**src/hdl/sorq_pkg.sv**
```systemverilog
// Shared constants, codes and types for the stream-ordered queue with round-robin pick.
package sorq_pkg;

  // Table and stream sizes
  localparam int unsigned DEPTH   = 64;
  localparam int unsigned STREAMS = 16;

  // Field widths
  localparam int unsigned CNT_W  = $clog2(DEPTH + 1);
  localparam int unsigned SID_W  = 4;
  localparam int unsigned TAG_W  = 8;
  localparam int unsigned ACT_W  = 5;
  localparam int unsigned CMD_W  = 2;
  localparam int unsigned STAT_W = 2;

  typedef enum logic [CMD_W-1:0] {
    CMD_INSERT = 2'd0,
    CMD_PICK   = 2'd1,
    CMD_FIND   = 2'd2,
    CMD_REMOVE = 2'd3
  } cmd_e;

  typedef enum logic [STAT_W-1:0] {
    STAT_OK   = 2'd0,
    STAT_FULL = 2'd1,
    STAT_NONE = 2'd2
  } status_e;

  typedef enum logic [1:0] {
    S_IDLE = 2'd0,
    S_EXEC = 2'd1,
    S_PMOD = 2'd2,
    S_PSEL = 2'd3
  } state_e;

  // Broadcast control for the row of cells
  typedef struct packed {
    logic             ins_en;
    logic             rem_en;
    logic             match_tag;
    logic [SID_W-1:0] key_stream;
    logic [TAG_W-1:0] key_tag;
  } cell_ctl_t;

  // Round-robin choice
  typedef struct packed {
    logic             hit;
    logic [SID_W-1:0] stream;
  } rr_sel_t;

endpackage

```
**src/hdl/stream_ordered_queue_rr_pick.sv**
```systemverilog
// Top level: stream-ordered tag queue with round-robin pick built on a row of cells.
//
// Use: one command word enters on the in channel (cmd_i, stream_id_i, tag_i) and
// one result word leaves on the out channel (status_o, found_tag_o, found_stream_o).
// Commands: insert after the last entry of a stream, round-robin pick of the
// oldest entry of the next occupied stream, find the oldest entry of a stream,
// and remove a tag by identity. Pick leaves the entry in place.
// The table is a row of DEPTH cells kept sorted by stream; insert and remove
// shift the cells behind the insertion or removal point by one place.
// Insert, remove and find go from S_IDLE to S_EXEC, which loads the result.
// Pick passes S_PMOD, which subtracts the active count from the start point
// while the start point lies at or beyond it after a register change, then
// S_PSEL, which chooses the stream (or gives the result when no active stream
// has an entry), then S_EXEC. One command is in flight at a time; the next
// word is taken once the block is back in S_IDLE after its result is registered.
// The result holds in the output register while the receiver stalls, and the
// command in flight waits for that register to empty.
// Writes to active_streams are taken at any time (cfg_ready_o is held high) and
// are expected only while the block is idle.
// Reset empties the table, clears the round-robin start point and sets the
// active stream count to one.
module stream_ordered_queue_rr_pick (
  input  logic                          clk_i,
  input  logic                          rst_ni,
  // command channel
  input  logic                          in_valid_i,
  output logic                          in_ready_o,
  input  logic [sorq_pkg::CMD_W-1:0]    cmd_i,
  input  logic [sorq_pkg::SID_W-1:0]    stream_id_i,
  input  logic [sorq_pkg::TAG_W-1:0]    tag_i,
  // result channel
  output logic                          out_valid_o,
  input  logic                          out_ready_i,
  output logic [sorq_pkg::STAT_W-1:0]   status_o,
  output logic [sorq_pkg::TAG_W-1:0]    found_tag_o,
  output logic [sorq_pkg::SID_W-1:0]    found_stream_o,
  // configuration channel
  input  logic                          cfg_valid_i,
  output logic                          cfg_ready_o,
  input  logic [sorq_pkg::ACT_W-1:0]    active_streams_i
);

  localparam int unsigned D = sorq_pkg::DEPTH;

  sorq_pkg::state_e           state_q, state_d;
  sorq_pkg::cmd_e             cmd_q, cmd_d;
  logic [sorq_pkg::SID_W-1:0] key_stream_q, key_stream_d;
  logic [sorq_pkg::TAG_W-1:0] key_tag_q, key_tag_d;
  logic [sorq_pkg::CNT_W-1:0] count_q, count_d;
  logic [sorq_pkg::SID_W-1:0] rr_q, rr_d;
  logic [sorq_pkg::SID_W-1:0] start_q, start_d;
  logic [sorq_pkg::ACT_W-1:0] active_q;
  logic [sorq_pkg::ACT_W-1:0] act;
  logic [sorq_pkg::STREAMS-1:0] pres, pres_q;
  sorq_pkg::rr_sel_t          sel;
  sorq_pkg::cell_ctl_t        ctl;

  logic                        out_valid_q, out_valid_d;
  sorq_pkg::status_e           status_q, status_d;
  logic [sorq_pkg::TAG_W-1:0]  ftag_q, ftag_d;
  logic [sorq_pkg::SID_W-1:0]  fstream_q, fstream_d;
  logic                        out_free;
  logic [sorq_pkg::ACT_W-1:0]  next_rr;

  // Cell row wiring
  logic [sorq_pkg::SID_W-1:0] cell_stream [D];
  logic [sorq_pkg::TAG_W-1:0] cell_tag    [D];
  logic [D-1:0]               cell_stay;
  logic [D-1:0]               cell_first;
  logic [D:0]                 seen;
  logic [sorq_pkg::TAG_W-1:0] first_tag;

  // Configuration register
  assign cfg_ready_o = 1'b1;

  always_ff @(posedge clk_i or negedge rst_ni) begin
    if (!rst_ni) begin
      active_q <= sorq_pkg::ACT_W'(1);
    end else if (cfg_valid_i) begin
      active_q <= active_streams_i;
    end
  end

  // Effective stream count, clamped to one..STREAMS
  always_comb begin
    if (active_q == '0) begin
      act = sorq_pkg::ACT_W'(1);
    end else if (active_q > sorq_pkg::ACT_W'(sorq_pkg::STREAMS)) begin
      act = sorq_pkg::ACT_W'(sorq_pkg::STREAMS);
    end else begin
      act = active_q;
    end
  end

  // Row of cells
  assign seen[0] = 1'b0;

  for (genvar i = 0; i < D; i++) begin : g_cell
    logic                       occ;
    logic                       left_stay;
    logic [sorq_pkg::SID_W-1:0] left_stream, right_stream;
    logic [sorq_pkg::TAG_W-1:0] left_tag, right_tag;

    assign occ = (sorq_pkg::CNT_W'(i) < count_q);

    if (i == 0) begin : g_head
      assign left_stay   = 1'b1;
      assign left_stream = ctl.key_stream;
      assign left_tag    = ctl.key_tag;
    end else begin : g_mid
      assign left_stay   = cell_stay[i-1];
      assign left_stream = cell_stream[i-1];
      assign left_tag    = cell_tag[i-1];
    end

    if (i == D - 1) begin : g_tail
      assign right_stream = cell_stream[i];
      assign right_tag    = cell_tag[i];
    end else begin : g_body
      assign right_stream = cell_stream[i+1];
      assign right_tag    = cell_tag[i+1];
    end

    sorq_cell u_cell (
      .clk_i          (clk_i),
      .ctl_i          (ctl),
      .occ_i          (occ),
      .left_stay_i    (left_stay),
      .left_stream_i  (left_stream),
      .left_tag_i     (left_tag),
      .right_stream_i (right_stream),
      .right_tag_i    (right_tag),
      .seen_i         (seen[i]),
      .stream_o       (cell_stream[i]),
      .tag_o          (cell_tag[i]),
      .stay_o         (cell_stay[i]),
      .seen_o         (seen[i+1]),
      .first_o        (cell_first[i])
    );
  end

  // Tag of the first matching cell, and occupied-stream vector
  always_comb begin
    first_tag = '0;
    pres      = '0;
    for (int i = 0; i < D; i++) begin
      if (cell_first[i]) begin
        first_tag = first_tag | cell_tag[i];
      end
      if (sorq_pkg::CNT_W'(i) < count_q) begin
        pres[cell_stream[i]] = 1'b1;
      end
    end
  end

  sorq_rr_sel u_rr_sel (
    .pres_i  (pres_q),
    .act_i   (act),
    .start_i (start_q),
    .sel_o   (sel)
  );

  assign out_free = !out_valid_q || out_ready_i;
  assign next_rr  = sorq_pkg::ACT_W'(key_stream_q) + sorq_pkg::ACT_W'(1);

  // Control and next state
  always_comb begin
    state_d      = state_q;
    cmd_d        = cmd_q;
    key_stream_d = key_stream_q;
    key_tag_d    = key_tag_q;
    count_d      = count_q;
    rr_d         = rr_q;
    start_d      = start_q;
    in_ready_o   = 1'b0;
    out_valid_d  = out_valid_q && !out_ready_i;
    status_d     = status_q;
    ftag_d       = ftag_q;
    fstream_d    = fstream_q;

    ctl.ins_en     = 1'b0;
    ctl.rem_en     = 1'b0;
    ctl.match_tag  = (cmd_q == sorq_pkg::CMD_REMOVE);
    ctl.key_stream = key_stream_q;
    ctl.key_tag    = key_tag_q;

    case (state_q)
      sorq_pkg::S_IDLE: begin
        in_ready_o = 1'b1;
        if (in_valid_i) begin
          cmd_d        = sorq_pkg::cmd_e'(cmd_i);
          key_stream_d = stream_id_i;
          key_tag_d    = tag_i;
          start_d      = rr_q;
          state_d      = (sorq_pkg::cmd_e'(cmd_i) == sorq_pkg::CMD_PICK) ?
                         sorq_pkg::S_PMOD : sorq_pkg::S_EXEC;
        end
      end

      // Bring the start point into range, one subtraction a cycle
      sorq_pkg::S_PMOD: begin
        if (sorq_pkg::ACT_W'(start_q) >= act) begin
          start_d = sorq_pkg::SID_W'(sorq_pkg::ACT_W'(start_q) - act);
        end else begin
          state_d = sorq_pkg::S_PSEL;
        end
      end

      sorq_pkg::S_PSEL: begin
        if (sel.hit) begin
          key_stream_d = sel.stream;
          state_d      = sorq_pkg::S_EXEC;
        end else if (out_free) begin
          out_valid_d = 1'b1;
          status_d    = sorq_pkg::STAT_NONE;
          ftag_d      = '0;
          fstream_d   = '0;
          state_d     = sorq_pkg::S_IDLE;
        end
      end

      sorq_pkg::S_EXEC: begin
        if (out_free) begin
          out_valid_d = 1'b1;
          status_d    = sorq_pkg::STAT_OK;
          ftag_d      = '0;
          fstream_d   = '0;
          state_d     = sorq_pkg::S_IDLE;
          case (cmd_q)
            sorq_pkg::CMD_INSERT: begin
              if (count_q == sorq_pkg::CNT_W'(D)) begin
                status_d = sorq_pkg::STAT_FULL;
              end else begin
                ctl.ins_en = 1'b1;
                count_d    = count_q + sorq_pkg::CNT_W'(1);
              end
            end
            sorq_pkg::CMD_REMOVE: begin
              if (seen[D]) begin
                ctl.rem_en = 1'b1;
                count_d    = count_q - sorq_pkg::CNT_W'(1);
              end else begin
                status_d = sorq_pkg::STAT_NONE;
              end
            end
            default: begin
              // find and pick share the oldest-of-stream lookup
              if (seen[D]) begin
                ftag_d    = first_tag;
                fstream_d = key_stream_q;
                if (cmd_q == sorq_pkg::CMD_PICK) begin
                  rr_d = (next_rr == act) ? '0 : sorq_pkg::SID_W'(next_rr);
                end
              end else begin
                status_d = sorq_pkg::STAT_NONE;
              end
            end
          endcase
        end
      end

      default: begin
        state_d = sorq_pkg::S_IDLE;
      end
    endcase
  end

  // Control registers
  always_ff @(posedge clk_i or negedge rst_ni) begin
    if (!rst_ni) begin
      state_q     <= sorq_pkg::S_IDLE;
      count_q     <= '0;
      rr_q        <= '0;
      out_valid_q <= 1'b0;
    end else begin
      state_q     <= state_d;
      count_q     <= count_d;
      rr_q        <= rr_d;
      out_valid_q <= out_valid_d;
    end
  end

  // Working and result words
  always_ff @(posedge clk_i) begin
    cmd_q        <= cmd_d;
    key_stream_q <= key_stream_d;
    key_tag_q    <= key_tag_d;
    start_q      <= start_d;
    status_q     <= status_d;
    ftag_q       <= ftag_d;
    fstream_q    <= fstream_d;
    if (state_q == sorq_pkg::S_PMOD) begin
      pres_q <= pres;
    end
  end

  assign out_valid_o    = out_valid_q;
  assign status_o       = status_q;
  assign found_tag_o    = ftag_q;
  assign found_stream_o = fstream_q;

  // Checks
  assert property (@(posedge clk_i) disable iff (!rst_ni)
    count_q <= sorq_pkg::CNT_W'(D))
    else $error("entry count beyond table depth");

  assert property (@(posedge clk_i) disable iff (!rst_ni)
    (in_valid_i && in_ready_o) |=> !in_ready_o)
    else $error("second command taken while one is in flight");

  assert property (@(posedge clk_i) disable iff (!rst_ni)
    $rose(out_valid_o) |-> ($past(state_q) != sorq_pkg::S_IDLE))
    else $error("result word raised without a command in flight");

  assert property (@(posedge clk_i) disable iff (!rst_ni)
    (out_valid_o && status_o == sorq_pkg::STAT_FULL) |-> (count_q == sorq_pkg::CNT_W'(D)))
    else $error("full status reported on a table with room");

endmodule

```
**src/hdl/sorq_cell.sv**
```systemverilog
// One slot of the sorted tag row: holds a stream id and tag, shifts on insert and remove.
module sorq_cell (
  input  logic                         clk_i,
  input  sorq_pkg::cell_ctl_t          ctl_i,
  input  logic                         occ_i,
  input  logic                         left_stay_i,
  input  logic [sorq_pkg::SID_W-1:0]   left_stream_i,
  input  logic [sorq_pkg::TAG_W-1:0]   left_tag_i,
  input  logic [sorq_pkg::SID_W-1:0]   right_stream_i,
  input  logic [sorq_pkg::TAG_W-1:0]   right_tag_i,
  input  logic                         seen_i,
  output logic [sorq_pkg::SID_W-1:0]   stream_o,
  output logic [sorq_pkg::TAG_W-1:0]   tag_o,
  output logic                         stay_o,
  output logic                         seen_o,
  output logic                         first_o
);

  logic [sorq_pkg::SID_W-1:0] stream_q, stream_d;
  logic [sorq_pkg::TAG_W-1:0] tag_q, tag_d;
  logic                       hit;

  // Entry keeps its place on insert when it sorts at or before the new stream
  assign stay_o = occ_i && (stream_q <= ctl_i.key_stream);

  // Match on tag for remove, on stream for find and pick
  assign hit     = occ_i && (ctl_i.match_tag ? (tag_q == ctl_i.key_tag)
                                             : (stream_q == ctl_i.key_stream));
  assign seen_o  = seen_i | hit;
  assign first_o = hit & ~seen_i;

  // Next contents: new word, left neighbour, right neighbour or hold
  always_comb begin
    stream_d = stream_q;
    tag_d    = tag_q;
    if (ctl_i.ins_en && !stay_o) begin
      if (left_stay_i) begin
        stream_d = ctl_i.key_stream;
        tag_d    = ctl_i.key_tag;
      end else begin
        stream_d = left_stream_i;
        tag_d    = left_tag_i;
      end
    end else if (ctl_i.rem_en && seen_o) begin
      stream_d = right_stream_i;
      tag_d    = right_tag_i;
    end
  end

  always_ff @(posedge clk_i) begin
    stream_q <= stream_d;
    tag_q    <= tag_d;
  end

  assign stream_o = stream_q;
  assign tag_o    = tag_q;

endmodule

```
**src/hdl/sorq_rr_sel.sv**
```systemverilog
// Round-robin stream chooser over the occupied-stream vector.
module sorq_rr_sel (
  input  logic [sorq_pkg::STREAMS-1:0] pres_i,
  input  logic [sorq_pkg::ACT_W-1:0]   act_i,
  input  logic [sorq_pkg::SID_W-1:0]   start_i,
  output sorq_pkg::rr_sel_t            sel_o
);

  logic [sorq_pkg::STREAMS-1:0] elig;
  logic [sorq_pkg::STREAMS-1:0] upper;

  // Streams inside the active range, and those at or past the start point
  always_comb begin
    for (int j = 0; j < sorq_pkg::STREAMS; j++) begin
      elig[j]  = pres_i[j] && (sorq_pkg::ACT_W'(j) < act_i);
      upper[j] = elig[j] && (sorq_pkg::SID_W'(j) >= start_i);
    end
  end

  // Lowest set bit of the upper part wins, else wrap to the lowest eligible
  always_comb begin
    sel_o.hit    = |elig;
    sel_o.stream = '0;
    for (int j = sorq_pkg::STREAMS - 1; j >= 0; j--) begin
      if (elig[j]) begin
        sel_o.stream = sorq_pkg::SID_W'(j);
      end
    end
    if (|upper) begin
      for (int j = sorq_pkg::STREAMS - 1; j >= 0; j--) begin
        if (upper[j]) begin
          sel_o.stream = sorq_pkg::SID_W'(j);
        end
      end
    end
  end

endmodule
```
**config.mk**
```make
export PLATFORM = sky130hd
export DESIGN_NAME = stream_ordered_queue_rr_pick
export DESIGN_NICKNAME = d
export VERILOG_FILES = /design/src/hdl/sorq_pkg.sv /design/src/hdl/stream_ordered_queue_rr_pick.sv /design/src/hdl/sorq_cell.sv /design/src/hdl/sorq_rr_sel.sv
export SDC_FILE = /design/constraint.sdc
export NUM_CORES = 2
export LEC_CHECK = 0
export ABC_AREA = 1
export ABC_CLOCK_PERIOD_IN_PS = 23700
export BUFFER_PORTS_ARGS = -buffer_cell sky130_fd_sc_hd__buf_2
export CORE_ASPECT_RATIO = 1.5
export CORE_UTILIZATION = 30
export CTS_CLUSTER_DIAMETER = 200
export DETAILED_ROUTE_END_ITERATION = 16
export HOLD_SLACK_MARGIN = 0.02
export PLACE_DENSITY = 0.44
export SLEW_MARGIN = 20
export SYNTH_ARGS = -nofsm -noshare
export SYNTH_HDL_FRONTEND = slang
export SYNTH_SLANG_ARGS = --single-unit
export TNS_END_PERCENT = 50
```
**constraint.sdc**
```tcl
create_clock -name clk_i -period 23.7 [get_ports clk_i]
set_clock_uncertainty 0.05 [all_clocks]
set_input_delay 2.37 -clock clk_i [delete_from_list [all_inputs] [get_ports clk_i]]
set_output_delay 2.37 -clock clk_i [all_outputs]
set_load 0.02 [all_outputs]
```
# [Yosys cells after proc, flatten, opt, wreduce, memory -nomap -nowiden]
# Index checks and enable logic that the tools add are counted.
[totals] reg_bits=835 in_bits=24 output_inout_bits=17 elab_cells=2173
[classes] addsub=4 order_cmp=290 eq_ne=145 n_mux=778 bitwise_logic=316 reduce_logical=499
[ops] cell="2-to-1 mux 8 bit" n=258
[ops] cell="2-to-1 mux 16 bit" n=64
[ops] cell="OR 16 bit" n=63
[ops] cell="2-to-1 mux 4 bit" n=232
[ops] cell="== test 8 bit" n=64
[ops] cell="OR 8 bit" n=63
[ops] cell="logical AND 1 bit" n=352
[ops] cell="less-than comparator 4 x 5 -> 1 bit, second input constant" n=64
[ops] cell="demux 1 bit (select 4 bit)" n=64
[ops] cell="== test 4 bit" n=64
[ops] cell=">= comparator 4 x 1 -> 1 bit, second input constant" n=64
[ops] cell="<= comparator 4 bit" n=64
[ops] cell="less-than comparator 6 x 7 -> 1 bit, first input constant" n=32
[ops] cell="2-to-1 mux 1 bit" n=136
[ops] cell="nonzero test 2 bit" n=67
[ops] cell="less-than comparator 5 x 7 -> 1 bit, first input constant" n=16
[ops] cell="logical NOT 1 bit" n=66
[ops] cell="NOT 1 bit" n=64
[ops] cell="bitwise AND 1 bit" n=63
[ops] cell="OR 1 bit" n=63
[ops] cell="less-than comparator 4 x 7 -> 1 bit, first input constant" n=8
[ops] cell="less-than comparator 4 x 5 -> 1 bit, first input constant" n=8
[ops] cell=">= comparator 4 bit, first input constant" n=8
[ops] cell="OR reduction 16 bit" n=2
[ops] cell="38 further kinds" n=83

# [Longest topological paths before layout]
[depth] ltp_word=134 ltp_mapped=50 depth_no_buf=49

# [Modules after synthesis]
# A second synthesis with hierarchy kept.
[hier_totals] hier_cells=12283 area_unflattened_um2=83636.5
[by_module_without_submodules] module="sorq_cell" instances=64 cells_each=112 area_each_um2=937.1
[by_module_without_submodules] module="stream_ordered_queue_rr_pick" instances=1 cells_each=4951 area_each_um2=22928.2
[by_module_without_submodules] module="sorq_rr_sel" instances=1 cells_each=164 area_each_um2=730.7

# [Least setup slack after synthesis]
# OpenSTA, ideal clock, no wires.
[synth_timing] path_type="reg-to-reg" start="register key_stream_q (netlist bit g_cell[0].left_stream[3])" end="register g_cell[3].u_cell.stream_q (netlist bit g_cell[3].u_cell.stream_o[0]) (enable)" setup_time_ns=0.349 t_arrival_ns=8.479 required_time_ns=23.301 path_slack_ns=14.821 path_stages_with_launch=49 period_less_slack_ns=8.879 cell_sequence="edfxtp_1 -> clkbuf_1 -> inv_1 -> clkbuf_1 -> ha_1 -> nand4_1 -> nand2_1 -> nand3_1 -> inv_2 -> nand2_1 -> nand2_2 -> nor2_4 -> nand4_2 -> nor2_2 -> nand4_2 -> nor2_2 -> nand4_2 -> nor2_4 -> (+13 left out) -> nor2_8 -> nand4_4 -> nor2_8 -> nand4_4 -> nor2_8 -> nand4_4 -> nor2_8 -> nand4_4 -> nor2_4 -> nand2_2 -> nor2_2 -> nand2_1 -> nor2_2 -> nand2_1 -> nand2_2 -> buf_4 -> buf_4 -> o21ai_1"
[synth_between] elab_chain_len=72 elab_cells_between_ends=265
[synth_lines] element="from (decl)" line="stream_ordered_queue_rr_pick.sv:47" text="logic [sorq_pkg::SID_W-1:0] key_stream_q, key_stream_d;"
[synth_lines] element="from (signal assigned)" line="stream_ordered_queue_rr_pick.sv:286" text="key_stream_q <= key_stream_d;"
[synth_lines] element="== test 4 bit" line="sorq_cell.sv:28" text=": (stream_q == ctl_i.key_stream));"
[synth_lines] element="2-to-1 mux 1 bit" line="sorq_cell.sv:27" text="assign hit = occ_i && (ctl_i.match_tag ? (tag_q == ctl_i.key_tag)"
[synth_lines] element="logical AND 1 bit" line="sorq_cell.sv:27"
[synth_lines] element="OR 1 bit (63 in a row)" line="sorq_cell.sv:29" text="assign seen_o = seen_i | hit;"
[synth_lines] element="2-to-1 mux 1 bit" line="stream_ordered_queue_rr_pick.sv:239" text="if (seen[D]) begin"
[synth_lines] element="2-to-1 mux 1 bit" line="stream_ordered_queue_rr_pick.sv:229" text="case (cmd_q)"
[synth_lines] element="2-to-1 mux 2 bit" line="stream_ordered_queue_rr_pick.sv:223" text="if (out_free) begin"
[synth_lines] element="2-to-1 mux 2 bit" line="stream_ordered_queue_rr_pick.sv:187" text="case (state_q)"
[synth_lines] element="logical AND 1 bit" line="sorq_cell.sv:44" text="end else if (ctl_i.rem_en && seen_o) begin"
[synth_lines] element="nonzero test 2 bit (no source line) (*)"
[synth_lines] element="to (signal assigned)" line="sorq_cell.sv:51" text="stream_q <= stream_d;"
[synth_lines] element="to (decl)" line="sorq_cell.sv:19" text="logic [sorq_pkg::SID_W-1:0] stream_q, stream_d;"
# Every way passes the cells marked *; elsewhere a longest branch is shown, timed or not.
# A chain may end at the register's enable or synchronous reset.

# [Worst setup path after layout]
[layout_timing] start="register cmd_q[0]" end="register g_cell[25].u_cell.stream_q (netlist bit g_cell[25].u_cell.stream_o[2]) (enable)"
[layout_between] elab_chain_len=72 elab_cells_between_ends=201
[layout_lines] element="from (decl)" line="stream_ordered_queue_rr_pick.sv:46" text="sorq_pkg::cmd_e cmd_q, cmd_d;"
[layout_lines] element="from (signal assigned)" line="stream_ordered_queue_rr_pick.sv:285" text="cmd_q <= cmd_d;"
[layout_lines] element="== test 2 bit" line="stream_ordered_queue_rr_pick.sv:183, stream_ordered_queue_rr_pick.sv:229"
[layout_lines] element="2-to-1 mux 1 bit" line="sorq_cell.sv:27"
[layout_lines] element="logical AND 1 bit" line="sorq_cell.sv:27"
[layout_lines] element="OR 1 bit (63 in a row)" line="sorq_cell.sv:29"
[layout_lines] element="2-to-1 mux 1 bit" line="stream_ordered_queue_rr_pick.sv:239"
[layout_lines] element="2-to-1 mux 1 bit" line="stream_ordered_queue_rr_pick.sv:229"
[layout_lines] element="2-to-1 mux 2 bit" line="stream_ordered_queue_rr_pick.sv:223"
[layout_lines] element="2-to-1 mux 2 bit" line="stream_ordered_queue_rr_pick.sv:187"
[layout_lines] element="logical AND 1 bit" line="sorq_cell.sv:44"
[layout_lines] element="nonzero test 2 bit (no source line) (*)"
[layout_lines] element="to (signal assigned)" line="sorq_cell.sv:51"
[layout_lines] element="to (decl)" line="sorq_cell.sv:19"
# Marks and branches as above.

==> results.md <==
- Status: complete, no violations
- # Post-CTS Setup Buffers: 0
- Synth top area share: a little over a third
- Worst Path Class, Setup: reg2reg
- Worst VDD drop: 0.0699 mV
- Post-Synthesis Cells: 10.1k
- Starting DRC count in detailed routing: 8773
- CP max FO: 44
- CTS tree: done
- Ys async rst share: 2.28%
- Vias: 80.2k
- # DRC: 0
- Most frequent CP cell: nand4_4
- Clk buf depth: 3
- Crit start category: register
- Post-DR wirelength/cell: 37.2 um
- Synth cell types: 68
- Initial core utilization: 30.3%
- Root buffer cell: clkbuf_16
- Max-Cap Viols: 0
- Vias in the first global route: 78.5k
- Mapped Area: 70700 um^2
- Register bit total from synthesis: 835
- Register share of total power: 25.2%
- Share of layout cells above drive strength 1: 5.21%
- Cell Rows: 217
- # IOs: between 40 and 50
- DRT Pass-1 Iters: 8
- Port Buffers: 39
- Tmin final: 14.56 ns
- Total Wirelength: between 400000 and 500000 um
- Worst EP required: around 24 ns
- Worst hold stages: 2
- Final period utilization: between 60 and 70%
- # clock sinks: 835
- Sw power: 7230 uW
- Slowest stage delay, CP: roughly 0.74 ns
- Synth area leaders: edfxtp_1 35%, nand2_1 10%, a21oi_1 9.6%
- DP Wirelength: 391000 um
- Post-synth EDFFs: approximately 820
- HP Class: reg2reg
- GRT Residual Overflow: 0
- Pwr/cell area: 153 nW/um^2
- Resize count post-CTS: 0
- Largest net degree at the start of global routing: 84
- Post-CTS Hold Buffers: 0
- Area Overhead vs Synth: 10.4%
- Core ar.: about 230000 um^2
- Slew of the pin with the lowest slew margin: 1.31 ns
- Final setup vio count: 0
- Initial antenna violation count: 42
- Slew HR: roughly an eighth
- Yosys warnings: 0
- Final Hold Fails: 0
- Final net count: 10.3k
- Setup TNS: 0 ns
- Fmax: 68.7 MHz
- Global-route wire length before repair: between 600000 and 700000 um
- Most frequent cells in the layout: 1896 x nand2_1, 1357 x a21oi_1, 1246 x inv_1
- Routed Antenna Nets: 0
- Mean Syn Cell Area: 6.99 um^2
- Commonest non-fill, non-tap cell in the layout: nand2_1
- Clock network power share: 13.7%
- Clk slew on worst S/H paths: 0.07 ns
- Synthesized net count: 10.4k
- RSZ-0062 raised after global routing: no
- H-tree Lvls: 3
- Slowest cell on the critical path: inv_4
- TritonCTS Buffers: 98
- Comb pwr share: 61.1%
- Worst reg2reg path depth: 45
- DIE HEIGHT: about 600 um
- Worst-skew pair later-pin latency: 0.80 ns
- Design Area, Final: 78000 um^2
- Routability-driven placement congestion ratio: 1.18
- Post-synthesis sequential area ratio: 35.3%
- Max-slew violations: 0
- Top FF cell, synth: edfxtp_1
- Die footprint: 238000 um^2
- Placed Area: 74500 um^2
- Fill cells: 25.8k
- Leakage power total: roughly 0.031 uW
- GRT Util Overall: approximately two fifths
- Avg Vias per Cell: 6.11
- Cell taking the most area after synthesis: edfxtp_1
- Data arrival, critical path: 14.88 ns
- Cell internal pwr: 4720 uW
- Crit. End Element: register
- Die extent in x: between 300 and 400 um
- Sw frac: roughly three fifths
sequential cells by signal (all words and copies together), names as in the netlist, 2 cells and up:
register / flops
g_cell.left_tag: 8
active_q: 5
status_o: 2
g_cell.left_stream: 4
state_q: 2
found_tag_o: 8
g_cell.u_cell.stream_o: 256
start_q: 4
count_q: 7
pres_q: 16
rr_q: 4
g_cell.u_cell.tag_o: 512
cmd_q: 2
found_stream_o: 4
stage by stage:
stage	cells	utilization, %	setup WS [ns]	total power, uW	hold WS [ns]
after floorplan	10100	-	14.82	6280	0.409
after global placement	12900	31.9	9.87	9970	0.437
after detailed placement	12900	31.9	9.74	10000	0.439
after CTS	13100	33.3	9.73	11700	0.451
after global routing	13100	33.4	8.74	12300	0.486
final	13100	33.4	9.14	11900	0.455
power by group through the flow:
stage	registers [uW]	logic [uW]	clock network, uW
final	3010	7300	1640
after global routing	3020	7570	1700
after CTS	2990	7020	1650
after detailed placement	3010	7000	0
after global placement	3020	6950	0
after floorplan	2640	3640	0
path summary, 6_finish.rpt:
kind                          start                       endpoint  slack, ns
min                         rr_q[2]                        rr_q[2]       0.45
max reg2reg                cmd_q[0]  g_cell[25].u_cell.stream_o[2]       9.14
max                        cmd_q[0]  g_cell[25].u_cell.stream_o[2]       9.14
max in group asynchronous    rst_ni                        rr_q[1]      21.52
min reg2reg                 rr_q[2]                        rr_q[2]       0.45
min in group asynchronous    rst_ni                    out_valid_o       1.56
worst max-delay path: cells and delay by family (launching register included):
kind            cells  cell delay [ns]
compound gates      1             0.57
fa+ha+maj           1             0.37
buf+inv             4             1.88
flops               1             0.45
simple gates       39            10.33
cell usage after synthesis (17+ instances only):
library cell / count
o21ai_0: 1082
a221oi_1: 30
nand4_1: 493
o211ai_1: 27
o2111ai_1: 56
clkbuf_1: 423
nor2_1: 895
o41ai_1: 35
a31oi_1: 19
inv_2: 18
a2111oi_0: 47
xnor2_1: 85
nand2_1: 1896
ha_1: 268
a211oi_1: 29
a22oi_1: 40
o221ai_1: 29
buf_1: 52
a21oi_1: 1361
inv_1: 1252
clkinv_1: 31
xor2_1: 38
nor4_1: 48
o22ai_1: 79
nor3_1: 207
buf_2: 17
edfxtp_1: 816
o21ai_1: 57
nand3_1: 522
dfrtp_1: 18
metal layers:
layer,track usage [%],part of all wire [%]
met1,41.0,34
met2,70.1,50
met3,6.73,6.0
met4,34.6,10
met5,0,0.023
cell type report:
cell class / count / area [um^2] / area share [%]
Antenna cell: 24 / 60.1 / 0.0770
Clock buffer: 119 / 2630 / 3.38
Clock inverter: 67 / 652 / 0.836
Inverter: 1302 / 4930 / 6.32
Multi-Input combinational cell: 7474 / 39100 / 50.1
Sequential cell: 835 / 25000 / 32.0
Tap cell: 3066 / 3840 / 4.92
Timing Repair Buffer: 249 / 1790 / 2.30
cell families after synthesis:
| kind of cell | synth area share (%) |
|---|---|
| buf+inv | 9.64 |
| compound gates | 22.9 |
| flops | 35.3 |
| xor+xnor | 1.52 |
| fa+ha+maj | 4.77 |
| other cells | 0.00531 |
| simple gates | 25.8 |
(Power assumes the default switching activity.)
